$ cat src/hdl/ldsr_pkg.sv
// Shared types, constants and the control program of the LCD dirty-span refresher.
package ldsr_pkg;

    localparam int LINES   = 4;
    localparam int CHARS   = 20;
    localparam int DEPTH   = LINES * CHARS;
    localparam int IDX_W   = $clog2(DEPTH);
    localparam int ROW_W   = (LINES > 1) ? $clog2(LINES) : 1;
    localparam int COL_W   = 5;
    localparam int IROW_W  = 3;
    localparam int CH_W    = 8;
    localparam int CNT_W   = 10;
    localparam int CFG_W   = 10;
    localparam int TDATA_W = 16;
    localparam int POS_SHIFT = 5;

    localparam logic [CNT_W-1:0] CNT_MAX      = CNT_W'(1023);
    localparam logic [CNT_W-1:0] PERIOD_RESET = CNT_W'(500);
    localparam logic [7:0]       ADDR_RESET   = 8'h94;
    localparam logic [7:0]       SPACE        = 8'h20;
    localparam logic [7:0]       CMD_CLEAR    = 8'h10;
    localparam logic [7:0]       CMD_CURSOR   = 8'h11;
    localparam logic [7:0]       CMD_TEXT     = 8'h00;

    localparam logic CFG_DEV_ADDR = 1'b0;
    localparam logic CFG_PERIOD   = 1'b1;

    typedef enum logic [3:0] {
        A_NONE,
        A_LATCH,
        A_WRITE,
        A_UNWAIT,
        A_CLEAR,
        A_START,
        A_SCAN,
        A_LOAD_FIRST,
        A_CELL,
        A_FINISH,
        A_ADV_ROW
    } act_t;

    typedef enum logic [2:0] {
        SEL_NONE,
        SEL_ADDR,
        SEL_CLEAR,
        SEL_CURSOR,
        SEL_TEXT,
        SEL_POS,
        SEL_CELL
    } sel_t;

    typedef enum logic [1:0] {
        F_NO,
        F_YES,
        F_AT_LAST
    } flag_t;

    typedef enum logic [3:0] {
        C_NEVER,
        C_ALWAYS,
        C_NO_ITEM,
        C_IS_WRITE,
        C_WAIT,
        C_CLR_DUE,
        C_SCAN_MORE,
        C_NOT_FOUND,
        C_CELL_MORE
    } cond_t;

    localparam int STEP_W = 5;
    typedef logic [STEP_W-1:0] step_t;

    localparam step_t S_IDLE    = 5'd0;
    localparam step_t S_OPCHK   = 5'd1;
    localparam step_t S_WAITCHK = 5'd2;
    localparam step_t S_CLRCHK  = 5'd3;
    localparam step_t S_START   = 5'd4;
    localparam step_t S_SCAN    = 5'd5;
    localparam step_t S_FOUND   = 5'd6;
    localparam step_t S_CUR0    = 5'd7;
    localparam step_t S_CUR1    = 5'd8;
    localparam step_t S_CUR2    = 5'd9;
    localparam step_t S_DAT0    = 5'd10;
    localparam step_t S_DAT1    = 5'd11;
    localparam step_t S_CELL    = 5'd12;
    localparam step_t S_FINISH  = 5'd13;
    localparam step_t S_ADVROW  = 5'd14;
    localparam step_t S_WRITE   = 5'd15;
    localparam step_t S_UNWAIT  = 5'd16;
    localparam step_t S_CLR0    = 5'd17;
    localparam step_t S_CLR1    = 5'd18;
    localparam step_t S_CLR2    = 5'd19;

    typedef struct packed {
        act_t  act;
        sel_t  sel;
        flag_t eof;
        flag_t lst;
        cond_t cond;
        step_t target;
    } ctrl_t;

    typedef struct packed {
        logic item_valid;
        logic is_write;
        logic wait_set;
        logic clr_due;
        logic scan_more;
        logic not_found;
        logic cell_more;
        logic out_free;
    } stat_t;

    function automatic ctrl_t mk(input act_t act, input sel_t sel, input flag_t eof,
                                 input flag_t lst, input cond_t cond, input step_t target);
        ctrl_t w;
        w.act    = act;
        w.sel    = sel;
        w.eof    = eof;
        w.lst    = lst;
        w.cond   = cond;
        w.target = target;
        return w;
    endfunction

    // Control store: one word per step; a true condition jumps to target.
    function automatic ctrl_t ucode(input step_t step);
        ctrl_t w;
        unique case (step)
            S_IDLE:    w = mk(A_LATCH,      SEL_NONE,   F_NO,      F_NO,      C_NO_ITEM,   S_IDLE);
            S_OPCHK:   w = mk(A_NONE,       SEL_NONE,   F_NO,      F_NO,      C_IS_WRITE,  S_WRITE);
            S_WAITCHK: w = mk(A_NONE,       SEL_NONE,   F_NO,      F_NO,      C_WAIT,      S_UNWAIT);
            S_CLRCHK:  w = mk(A_NONE,       SEL_NONE,   F_NO,      F_NO,      C_CLR_DUE,   S_CLR0);
            S_START:   w = mk(A_START,      SEL_NONE,   F_NO,      F_NO,      C_NEVER,     S_IDLE);
            S_SCAN:    w = mk(A_SCAN,       SEL_NONE,   F_NO,      F_NO,      C_SCAN_MORE, S_SCAN);
            S_FOUND:   w = mk(A_NONE,       SEL_NONE,   F_NO,      F_NO,      C_NOT_FOUND, S_ADVROW);
            S_CUR0:    w = mk(A_NONE,       SEL_ADDR,   F_NO,      F_NO,      C_NEVER,     S_IDLE);
            S_CUR1:    w = mk(A_NONE,       SEL_CURSOR, F_NO,      F_NO,      C_NEVER,     S_IDLE);
            S_CUR2:    w = mk(A_NONE,       SEL_POS,    F_YES,     F_NO,      C_NEVER,     S_IDLE);
            S_DAT0:    w = mk(A_LOAD_FIRST, SEL_ADDR,   F_NO,      F_NO,      C_NEVER,     S_IDLE);
            S_DAT1:    w = mk(A_NONE,       SEL_TEXT,   F_NO,      F_NO,      C_NEVER,     S_IDLE);
            S_CELL:    w = mk(A_CELL,       SEL_CELL,   F_AT_LAST, F_AT_LAST, C_CELL_MORE, S_CELL);
            S_FINISH:  w = mk(A_FINISH,     SEL_NONE,   F_NO,      F_NO,      C_ALWAYS,    S_IDLE);
            S_ADVROW:  w = mk(A_ADV_ROW,    SEL_NONE,   F_NO,      F_NO,      C_ALWAYS,    S_IDLE);
            S_WRITE:   w = mk(A_WRITE,      SEL_NONE,   F_NO,      F_NO,      C_ALWAYS,    S_IDLE);
            S_UNWAIT:  w = mk(A_UNWAIT,     SEL_NONE,   F_NO,      F_NO,      C_ALWAYS,    S_IDLE);
            S_CLR0:    w = mk(A_NONE,       SEL_ADDR,   F_NO,      F_NO,      C_NEVER,     S_IDLE);
            S_CLR1:    w = mk(A_NONE,       SEL_CLEAR,  F_NO,      F_NO,      C_NEVER,     S_IDLE);
            S_CLR2:    w = mk(A_CLEAR,      SEL_TEXT,   F_YES,     F_YES,     C_ALWAYS,    S_IDLE);
            default:   w = mk(A_NONE,       SEL_NONE,   F_NO,      F_NO,      C_ALWAYS,    S_IDLE);
        endcase
        return w;
    endfunction

endpackage

$ cat src/hdl/ldsr_ram.sv
// Generic single-write, single-read RAM with registered read data.
module ldsr_ram #(
    parameter int WIDTH = 8,
    parameter int DEPTH = 80
) (
    input  logic                     clk,
    input  logic                     we,
    input  logic [$clog2(DEPTH)-1:0] waddr,
    input  logic [WIDTH-1:0]         wdata,
    input  logic [$clog2(DEPTH)-1:0] raddr,
    output logic [WIDTH-1:0]         rdata
);

    logic [WIDTH-1:0] mem [DEPTH];

    always_ff @(posedge clk)
    begin
        if (we)
        begin
            mem[waddr] <= wdata;
        end
        rdata <= mem[raddr];
    end

endmodule

$ cat src/hdl/ldsr_seq.sv
// Microcode sequencer: step counter, control store lookup and conditional jumps.
module ldsr_seq (
    input  logic           clk,
    input  logic           rst_n,
    input  ldsr_pkg::stat_t stat,
    output ldsr_pkg::ctrl_t ctrl,
    output logic           go
);

    ldsr_pkg::step_t step_reg;
    ldsr_pkg::step_t step_next;
    logic            cond_true;

    assign ctrl = ldsr_pkg::ucode(step_reg);

    // A step that emits a word waits until the output register can take it.
    assign go = (ctrl.sel == ldsr_pkg::SEL_NONE) || stat.out_free;

    always_comb
    begin
        unique case (ctrl.cond)
            ldsr_pkg::C_NEVER:     cond_true = 1'b0;
            ldsr_pkg::C_ALWAYS:    cond_true = 1'b1;
            ldsr_pkg::C_NO_ITEM:   cond_true = !stat.item_valid;
            ldsr_pkg::C_IS_WRITE:  cond_true = stat.is_write;
            ldsr_pkg::C_WAIT:      cond_true = stat.wait_set;
            ldsr_pkg::C_CLR_DUE:   cond_true = stat.clr_due;
            ldsr_pkg::C_SCAN_MORE: cond_true = stat.scan_more;
            ldsr_pkg::C_NOT_FOUND: cond_true = stat.not_found;
            ldsr_pkg::C_CELL_MORE: cond_true = stat.cell_more;
            default:               cond_true = 1'b1;
        endcase
    end

    always_comb
    begin
        step_next = step_reg;
        if (go)
        begin
            step_next = cond_true ? ctrl.target : step_reg + ldsr_pkg::step_t'(1);
        end
    end

    always_ff @(posedge clk or negedge rst_n)
    begin
        if (!rst_n)
        begin
            step_reg <= ldsr_pkg::S_IDLE;
        end
        else
        begin
            step_reg <= step_next;
        end
    end

endmodule

$ cat src/hdl/ldsr_dp.sv
// Datapath: frame and shadow stores, row scan, byte selection and output register.
module ldsr_dp (
    input  logic                           clk,
    input  logic                           rst_n,
    input  ldsr_pkg::ctrl_t                ctrl,
    input  logic                           go,
    input  logic [7:0]                     dev_addr,
    input  logic [ldsr_pkg::CNT_W-1:0]     period,
    input  logic                           s_tvalid,
    output logic                           s_tready,
    input  logic [ldsr_pkg::TDATA_W-1:0]   s_tdata,
    input  logic [0:0]                     s_tuser,
    output logic                           m_tvalid,
    input  logic                           m_tready,
    output logic [7:0]                     m_tdata,
    output logic [0:0]                     m_tuser,
    output logic                           m_tlast,
    output ldsr_pkg::stat_t                stat
);

    logic                              op_reg;
    logic [ldsr_pkg::COL_W-1:0]        col_reg;
    logic [ldsr_pkg::IROW_W-1:0]       irow_reg;
    logic [ldsr_pkg::CH_W-1:0]         ch_reg;

    logic [ldsr_pkg::ROW_W-1:0]        row_reg;
    logic [ldsr_pkg::CNT_W-1:0]        tick_reg;
    logic                              wait_flag_reg;
    logic                              fill_reg;
    logic [ldsr_pkg::COL_W-1:0]        j_reg;
    logic [ldsr_pkg::COL_W-1:0]        j_next;
    logic [ldsr_pkg::COL_W-1:0]        first_reg;
    logic [ldsr_pkg::COL_W-1:0]        last_reg;
    logic                              found_reg;
    logic [ldsr_pkg::DEPTH-1:0]        frame_vld_reg;
    logic [ldsr_pkg::DEPTH-1:0]        shadow_vld_reg;
    logic                              fvld_rd_reg;
    logic                              svld_rd_reg;

    logic                              out_valid_reg;
    logic [7:0]                        out_byte_reg;
    logic                              out_eof_reg;
    logic                              out_last_reg;

    logic [ldsr_pkg::IDX_W-1:0]        rd_idx;
    logic [ldsr_pkg::IDX_W-1:0]        cur_idx;
    logic [ldsr_pkg::IDX_W-1:0]        wr_idx;
    logic                              in_range;
    logic [7:0]                        frame_rdata;
    logic [7:0]                        shadow_rdata;
    logic [7:0]                        cell_byte;
    logic [7:0]                        shadow_val;
    logic                              differ;
    logic                              at_last;
    logic                              frame_we;
    logic                              shadow_we;
    logic                              emit;
    logic                              out_free;
    logic [7:0]                        byte_sel;
    logic                              eof_sel;
    logic                              last_sel;

    assign s_tready = (ctrl.act == ldsr_pkg::A_LATCH);
    assign out_free = !out_valid_reg || m_tready;
    assign at_last  = (j_reg == last_reg);

    // The column pointer moves ahead of the read, so read data always shows cell j_reg.
    always_comb
    begin
        j_next = j_reg;
        if (go)
        begin
            case (ctrl.act)
                ldsr_pkg::A_START:      j_next = '0;
                ldsr_pkg::A_SCAN:       j_next = stat.scan_more ? j_reg + 1'b1 : j_reg;
                ldsr_pkg::A_LOAD_FIRST: j_next = first_reg;
                ldsr_pkg::A_CELL:       j_next = stat.cell_more ? j_reg + 1'b1 : j_reg;
                default:                j_next = j_reg;
            endcase
        end
    end

    assign rd_idx  = ldsr_pkg::IDX_W'(32'(row_reg) * ldsr_pkg::CHARS + 32'(j_next));
    assign cur_idx = ldsr_pkg::IDX_W'(32'(row_reg) * ldsr_pkg::CHARS + 32'(j_reg));
    assign wr_idx  = ldsr_pkg::IDX_W'(32'(irow_reg) * ldsr_pkg::CHARS + 32'(col_reg));
    assign in_range = (32'(col_reg) < ldsr_pkg::CHARS) && (32'(irow_reg) < ldsr_pkg::LINES);

    assign frame_we  = go && (ctrl.act == ldsr_pkg::A_WRITE) && in_range;
    assign shadow_we = go && (ctrl.act == ldsr_pkg::A_CELL);
    assign emit      = go && (ctrl.sel != ldsr_pkg::SEL_NONE);

    ldsr_ram #(
        .WIDTH (8),
        .DEPTH (ldsr_pkg::DEPTH)
    ) u_frame (
        .clk   (clk),
        .we    (frame_we),
        .waddr (wr_idx),
        .wdata (ch_reg),
        .raddr (rd_idx),
        .rdata (frame_rdata)
    );

    ldsr_ram #(
        .WIDTH (8),
        .DEPTH (ldsr_pkg::DEPTH)
    ) u_shadow (
        .clk   (clk),
        .we    (shadow_we),
        .waddr (cur_idx),
        .wdata (cell_byte),
        .raddr (rd_idx),
        .rdata (shadow_rdata)
    );

    // Unwritten frame cells hold spaces, and a stored zero is shown as a space.
    always_comb
    begin
        cell_byte = fvld_rd_reg ? frame_rdata : ldsr_pkg::SPACE;
        if (cell_byte == 8'h00)
        begin
            cell_byte = ldsr_pkg::SPACE;
        end
        shadow_val = svld_rd_reg ? shadow_rdata : (fill_reg ? ldsr_pkg::SPACE : 8'h00);
    end

    assign differ = (cell_byte != shadow_val);

    always_comb
    begin
        stat.item_valid = s_tvalid;
        stat.is_write   = !op_reg;
        stat.wait_set   = wait_flag_reg;
        stat.clr_due    = (tick_reg > period) || (tick_reg == ldsr_pkg::CNT_MAX);
        stat.scan_more  = (32'(j_reg) != ldsr_pkg::CHARS - 1);
        stat.not_found  = !found_reg;
        stat.cell_more  = !at_last;
        stat.out_free   = out_free;
    end

    always_comb
    begin
        case (ctrl.sel)
            ldsr_pkg::SEL_ADDR:   byte_sel = dev_addr;
            ldsr_pkg::SEL_CLEAR:  byte_sel = ldsr_pkg::CMD_CLEAR;
            ldsr_pkg::SEL_CURSOR: byte_sel = ldsr_pkg::CMD_CURSOR;
            ldsr_pkg::SEL_TEXT:   byte_sel = ldsr_pkg::CMD_TEXT;
            ldsr_pkg::SEL_POS:    byte_sel = 8'((32'(row_reg) << ldsr_pkg::POS_SHIFT)
                                                + 32'(first_reg));
            ldsr_pkg::SEL_CELL:   byte_sel = cell_byte;
            default:              byte_sel = 8'h00;
        endcase
        case (ctrl.eof)
            ldsr_pkg::F_YES:     eof_sel = 1'b1;
            ldsr_pkg::F_AT_LAST: eof_sel = at_last;
            default:             eof_sel = 1'b0;
        endcase
        case (ctrl.lst)
            ldsr_pkg::F_YES:     last_sel = 1'b1;
            ldsr_pkg::F_AT_LAST: last_sel = at_last;
            default:             last_sel = 1'b0;
        endcase
    end

    always_ff @(posedge clk)
    begin
        if (go && (ctrl.act == ldsr_pkg::A_LATCH) && s_tvalid)
        begin
            op_reg   <= s_tuser[0];
            col_reg  <= s_tdata[4:0];
            irow_reg <= s_tdata[7:5];
            ch_reg   <= s_tdata[15:8];
        end
        if (emit)
        begin
            out_byte_reg <= byte_sel;
            out_eof_reg  <= eof_sel;
            out_last_reg <= last_sel;
        end
    end

    always_ff @(posedge clk or negedge rst_n)
    begin
        if (!rst_n)
        begin
            row_reg        <= '0;
            tick_reg       <= '0;
            wait_flag_reg  <= 1'b0;
            fill_reg       <= 1'b0;
            j_reg          <= '0;
            first_reg      <= '0;
            last_reg       <= '0;
            found_reg      <= 1'b0;
            frame_vld_reg  <= '0;
            shadow_vld_reg <= '0;
            fvld_rd_reg    <= 1'b0;
            svld_rd_reg    <= 1'b0;
            out_valid_reg  <= 1'b0;
        end
        else
        begin
            j_reg       <= j_next;
            fvld_rd_reg <= frame_vld_reg[rd_idx];
            svld_rd_reg <= shadow_vld_reg[rd_idx];

            if (frame_we)
            begin
                frame_vld_reg[wr_idx] <= 1'b1;
            end
            if (shadow_we)
            begin
                shadow_vld_reg[cur_idx] <= 1'b1;
            end

            if (go)
            begin
                case (ctrl.act)
                    ldsr_pkg::A_UNWAIT:
                    begin
                        wait_flag_reg <= 1'b0;
                    end
                    ldsr_pkg::A_CLEAR:
                    begin
                        // Shadow now reads as all spaces until cells are rewritten.
                        shadow_vld_reg <= '0;
                        fill_reg       <= 1'b1;
                        tick_reg       <= '0;
                        wait_flag_reg  <= 1'b1;
                    end
                    ldsr_pkg::A_START:
                    begin
                        found_reg <= 1'b0;
                        if (tick_reg != ldsr_pkg::CNT_MAX)
                        begin
                            tick_reg <= tick_reg + 1'b1;
                        end
                    end
                    ldsr_pkg::A_SCAN:
                    begin
                        if (differ)
                        begin
                            if (!found_reg)
                            begin
                                first_reg <= j_reg;
                            end
                            found_reg <= 1'b1;
                            last_reg  <= j_reg;
                        end
                    end
                    ldsr_pkg::A_FINISH, ldsr_pkg::A_ADV_ROW:
                    begin
                        if (ctrl.act == ldsr_pkg::A_FINISH)
                        begin
                            wait_flag_reg <= 1'b1;
                        end
                        if (32'(row_reg) == ldsr_pkg::LINES - 1)
                        begin
                            row_reg <= '0;
                        end
                        else
                        begin
                            row_reg <= row_reg + 1'b1;
                        end
                    end
                    default:
                    begin
                    end
                endcase
            end

            if (emit)
            begin
                out_valid_reg <= 1'b1;
            end
            else if (m_tready)
            begin
                out_valid_reg <= 1'b0;
            end
        end
    end

    assign m_tvalid   = out_valid_reg;
    assign m_tdata    = out_byte_reg;
    assign m_tuser[0] = out_eof_reg;
    assign m_tlast    = out_last_reg;

endmodule

$ cat src/hdl/lcd_dirty_span_refresher_unit.sv
// Top level: configuration registers, control sequencer and datapath.
// A write word and a skipped tick send no bytes; a clear tick sends 3 bytes.
// A refresh tick scans its row one cell per cycle from the frame and shadow RAM read
// ports and sends n + 5 bytes for a span of n cells, none for a clean row.
// One word is worked on at a time; output stalls hold the sequencer byte for byte.
// Reset (rst_n low, asynchronous) clears frame to spaces, shadow to zeros, row, count
// and wait flag through valid bits at once, and loads the register reset values.
module lcd_dirty_span_refresher_unit (
    input  logic                         clk,
    input  logic                         rst_n,
    input  logic                         s_tvalid,
    output logic                         s_tready,
    input  logic [ldsr_pkg::TDATA_W-1:0] s_tdata,  // col[4:0], row[7:5], ch[15:8]
    input  logic [0:0]                   s_tuser,  // op[0]
    output logic                         m_tvalid,
    input  logic                         m_tready,
    output logic [7:0]                   m_tdata,  // spi_byte[7:0]
    output logic [0:0]                   m_tuser,  // end_of_frame[0]
    output logic                         m_tlast,
    input  logic                         cfg_we,
    input  logic [0:0]                   cfg_index,
    input  logic [ldsr_pkg::CFG_W-1:0]   cfg_data
);

    logic [7:0]                    dev_addr_reg;
    logic [ldsr_pkg::CNT_W-1:0]    period_reg;
    ldsr_pkg::ctrl_t               ctrl;
    ldsr_pkg::stat_t               stat;
    logic                          go;

    always_ff @(posedge clk or negedge rst_n)
    begin
        if (!rst_n)
        begin
            dev_addr_reg <= ldsr_pkg::ADDR_RESET;
            period_reg   <= ldsr_pkg::PERIOD_RESET;
        end
        else if (cfg_we)
        begin
            unique case (cfg_index[0])
                ldsr_pkg::CFG_DEV_ADDR: dev_addr_reg <= cfg_data[7:0];
                ldsr_pkg::CFG_PERIOD:   period_reg   <= cfg_data[ldsr_pkg::CNT_W-1:0];
                default:
                begin
                end
            endcase
        end
    end

    ldsr_seq u_seq (
        .clk   (clk),
        .rst_n (rst_n),
        .stat  (stat),
        .ctrl  (ctrl),
        .go    (go)
    );

    ldsr_dp u_dp (
        .clk      (clk),
        .rst_n    (rst_n),
        .ctrl     (ctrl),
        .go       (go),
        .dev_addr (dev_addr_reg),
        .period   (period_reg),
        .s_tvalid (s_tvalid),
        .s_tready (s_tready),
        .s_tdata  (s_tdata),
        .s_tuser  (s_tuser),
        .m_tvalid (m_tvalid),
        .m_tready (m_tready),
        .m_tdata  (m_tdata),
        .m_tuser  (m_tuser),
        .m_tlast  (m_tlast),
        .stat     (stat)
    );

endmodule

$ cat config.mk
export PLATFORM = sky130hd
export DESIGN_NAME = lcd_dirty_span_refresher_unit
export DESIGN_NICKNAME = d
export VERILOG_FILES = /design/src/hdl/ldsr_pkg.sv /design/src/hdl/ldsr_ram.sv /design/src/hdl/ldsr_seq.sv /design/src/hdl/ldsr_dp.sv /design/src/hdl/lcd_dirty_span_refresher_unit.sv
export SDC_FILE = /design/constraint.sdc
export NUM_CORES = 2
export LEC_CHECK = 0
export ABC_AREA = 1
export ABC_CLOCK_PERIOD_IN_PS = 4600
export BUFFER_PORTS_ARGS = -buffer_cell sky130_fd_sc_hd__buf_2
export CORE_ASPECT_RATIO = 1.5
export CORE_MARGIN = 4
export CORE_UTILIZATION = 24
export CTS_CLUSTER_DIAMETER = 150
export DETAILED_ROUTE_END_ITERATION = 10
export PLACE_DENSITY = 0.5
export SETUP_SLACK_MARGIN = 0.15
export SYNTH_ARGS = -nofsm -noshare
export SYNTH_HDL_FRONTEND = slang
export SYNTH_SLANG_ARGS = --single-unit
$ cat constraint.sdc
create_clock -name clk -period 4.6 [get_ports clk]
set_clock_uncertainty 0.2 [all_clocks]
set_input_delay 0.46 -clock clk [delete_from_list [all_inputs] [get_ports clk]]
set_output_delay 0.46 -clock clk [all_outputs]
set_load 0.02 [all_outputs]
==> out/results.tsv <==
stage	metric	value	unit
clock_tree	CTS Buffer Depth	4	
sta	fin crit period	4250	ps
final_layout	FF/Latch Area	45000	um2
critical_path	startpoint type of the worst setup path	flip-flop	
place	final weighted congestion in routability-driven placement	0.918	
logic_synthesis	yosys warns	0	
logic_synthesis	Main synth FF type	edfxtp_1	
clock_tree	htree depth	4	
critical_path	Buf/Inv on CP	8	
floorplanning	row count	240	
sta	Slew Limit Headroom	0.266	
place	placed wire-length estimate	144000	um
logic_synthesis	post-synth cell types	54	
logic_synthesis	EDFF count, synth	1307	
logic_synthesis	Synth top area share	0.569	
sta	final max-slew violation count	0	
logic_synthesis	Synth Instances	6529	
drt	Residual DRC	0	
global_route	vias in the first global route	48400	
critical_path	crit-path cells	buf_4 > ha_1 > inv_1 > nor2_1 > nand2_1 > nand2_2 > nor2_4 > nand3_4 > inv_4 > nand2_4 > buf_4 > buf_4 > nand3_4 > nand2_8 > inv_6 > buf_12 > buf_4 > o21ai_0 > o221ai_1 > nand3_1 > nand2_1 > nand2_1 > nand2_1	
final_layout	final standard cell area without fillers	80900	um2
floorplanning	IO Count	45	
drt	DR WL/cell	21.3	um
logic_synthesis	Mapped Area	69000	um2
drt	total number of vias	48700	
clock_tree	CTS buffer count	174	
logic_synthesis	leading area contributor after synthesis	edfxtp_1	
final_layout	Area Growth Syn to Fin	17.3	%
drt	Routed Antenna Nets	0	
final_layout	fraction of layout cells with a size suffix above 1	0.103	
global_route	global-route wire length before repair	330000	um
worst_hold_path	Hold WC Path Type	in2async	
logic_synthesis	sequential element share of the synthesized area	0.652	
critical_path	CP Data Arrival Time	4800	ps
critical_path	R2R setup slack	350	ps
logic_synthesis	Mean Syn Cell Area	10.6	um2
clock_tree	CTS Sinks	1539	
drt	Initial DRC Count	4457	
critical_path	CP required	5150	ps
place	placed cells	10200	
logic_synthesis	Async SR Flop Fraction	0.140	
final_layout	top flop regs	u_dp.u_frame.mem x640, u_dp.u_shadow.mem x640	
place	Port Buffer Count	44	
clock_tree	CTS tree	built	
final_layout	fin cells	10600	
logic_synthesis	Synth area leaders	edfxtp_1 57%, nand3_1 9.6%, dfrtp_1 7.5%, nand2_1 5.4%, inv_1 4.5%	
drt	Total Wirelength	226000	um
critical_path	family with the most delay on the worst path	buffers and inverters	
place	dpl cell area	74600	um2
run_status	status	finished clean	
sta	worst slew pin tran	1100	ps
global_route	Tot GR Track Use	0.148	
critical_path	CP Class	reg2reg	
sta	RSZ-0062 raised after global routing	false	
global_route	gr ovfl total	0	
final_layout	Filler Cell Count	29500	
floorplanning	Die Y	665	um
floorplanning	Chip Width	446	um
logic_synthesis	register bit total from synthesis	1539	
floorplanning	die area	296000	um2
sta	fin crit share	0.924	
drt	drt via density	4.61	
critical_path	Worst setup EP type	flip-flop	
clock_tree	Clk Latency, worst-skew pair	840	ps
critical_path	slowest CP cell	dfrtp_2	
sta	WHS	55.2	ps
critical_path	max incr delay on CP	450	ps
clock_tree	clk root buf	clkbuf_16	
final_layout	Util after Layout	0.283	
drt	first-pass iteration count of the detailed router	8	
final_layout	nets	6770	
job	Max Cap Viol	0	
clock_tree	Worst-path clk slew	60	ps
sta	fmax	235	MHz
sta	Final Hold Fails	0	
global_route	largest net degree at the start of global routing	176	
floorplanning	Starting Density	0.242	
sta	final setup vio count	0	
logic_synthesis	Synthesized Nets	6603	
final_layout	area of the multi-input gates	18800	um2
critical_path	CP Max Fanout	37	
floorplanning	core area	286000	um2
global_route	initial antenna violation count	3	
metal layers:
layer  GRT usage  share of wire
met2       0.265           0.51
met3      0.0173          0.046
met1       0.169           0.38
met4      0.0827          0.062
met5           0       0.000058
metrics by stage:
step	TNS, ps	setup slack (ps)
6_report	0	351
4_1_cts	0	140
5_1_grt	0	140
3_5_place_dp	-37.2	-22.5
2_1_floorplan	0	216
3_3_place_gp	0	0.638
cell usage after synthesis, types with 2 or more instances:
master and number:
a21boi_0 2, a21o_1 2, a21oi_1 29, a22oi_1 4, a31oi_1 5, buf_1 30, buf_2 202, buf_4 31
buf_6 40, clkbuf_1 96, clkinv_1 13, dfrtp_1 207, dfstp_2 9, dfxtp_1 16, edfxtp_1 1307, fa_1 3
ha_1 38, inv_1 827, inv_2 12, inv_4 2, nand2_1 1000, nand2_2 9, nand2_4 5, nand2_8 2
nand3_1 1318, nand3_2 2, nand3_4 2, nand3b_1 374, nand4_1 11, nor2_1 519, nor2_4 2, nor3_1 21
nor3_2 2, nor4_1 2, o211ai_1 18, o21ai_0 228, o21ai_1 30, o221ai_1 48, o22ai_1 12, or2_2 19
xnor2_1 8, xor2_1 10
cell type report:
type,count,area share
multi-input combinational,3736,0.232
inverter,855,0.0403
clock inverter,71,0.00913
clock buffer,237,0.0595
sequential,1539,0.556
timing repair buffer,390,0.0449
tap,3751,0.0580
antenna,1,0.0000309
worst register-to-register path: cells and delay by family, from the launching register on:
kind | cells | cell delay, ps
simple gates | 12 | 1370
buf+inv | 8 | 1450
flops | 1 | 450
fa+ha+maj | 1 | 200
compound gates | 2 | 520
cell usage in the layout, fill, tap and decap left out, types with 32 or more instances in the layout:
cell              n
buf_12           46
buf_2            43
buf_4           254
clkbuf_1         44
clkbuf_16       181
clkinv_2         32
dfrtp_1         203
dlygate4sd3_1    37
edfxtp_1       1307
ha_1             33
inv_1           817
nand2_1         997
nand3_1        1317
nand3b_1        374
nor2_1          515
o21ai_0         227
o221ai_1         48
path summary, 6_finish.rpt:
check,start,end,depth (start not counted)
setup / recovery,u_seq.step_reg[1]$_DFFE_PN0N_,u_dp.u_shadow.rdata[3]$_DFF_P_,23
hold / removal,rst_n,u_dp.shadow_vld_reg[36]$_DFF_PN0_,2
hold reg to reg,u_dp.frame_vld_reg[58]$_DFFE_PN0P_,u_dp.frame_vld_reg[58]$_DFFE_PN0P_,2
max in group asynchronous,rst_n,u_dp.shadow_vld_reg[0]$_DFF_PN0_,3
min in group clk,s_tdata[2],u_dp.col_reg[2]$_DFFE_PP_,2
setup reg to reg,u_seq.step_reg[1]$_DFFE_PN0N_,u_dp.u_shadow.rdata[3]$_DFF_P_,23
timing repair:
item | 4_1_cts | 5_1_grt
gates resized for setup | 7 | 30
endpoints found under the hold margin | 124 | 0
setup endpoints to repair | 18 | 18
setup buffers | 0 | 9
hold buffers | 37 | 0
cloned | 1 | 4
pin swaps | 1 | 4
cells by family (layout without fill, tap and decap cells):
| logic type | count (synthesis) | in the layout | synth area share |
|---|---|---|---|
| and+or+nand+nor | 3291 | 3291 | 0.227 |
| DFF | 1539 | 1539 | 0.652 |
| buffers and inverters | 1254 | 1553 | 0.0781 |
| AOI/OAI and AO/OA | 385 | 385 | 0.0322 |
| adders and majority gates | 41 | 41 | 0.00776 |
| xor gates and xnor gates | 18 | 18 | 0.00229 |
| muxes | 1 | 1 | 0.000145 |
| other | 0 | 1 | 0 |
Power is not shown: default switching activity piles up to over one toggle a cycle in this logic, so the estimate is an artifact.
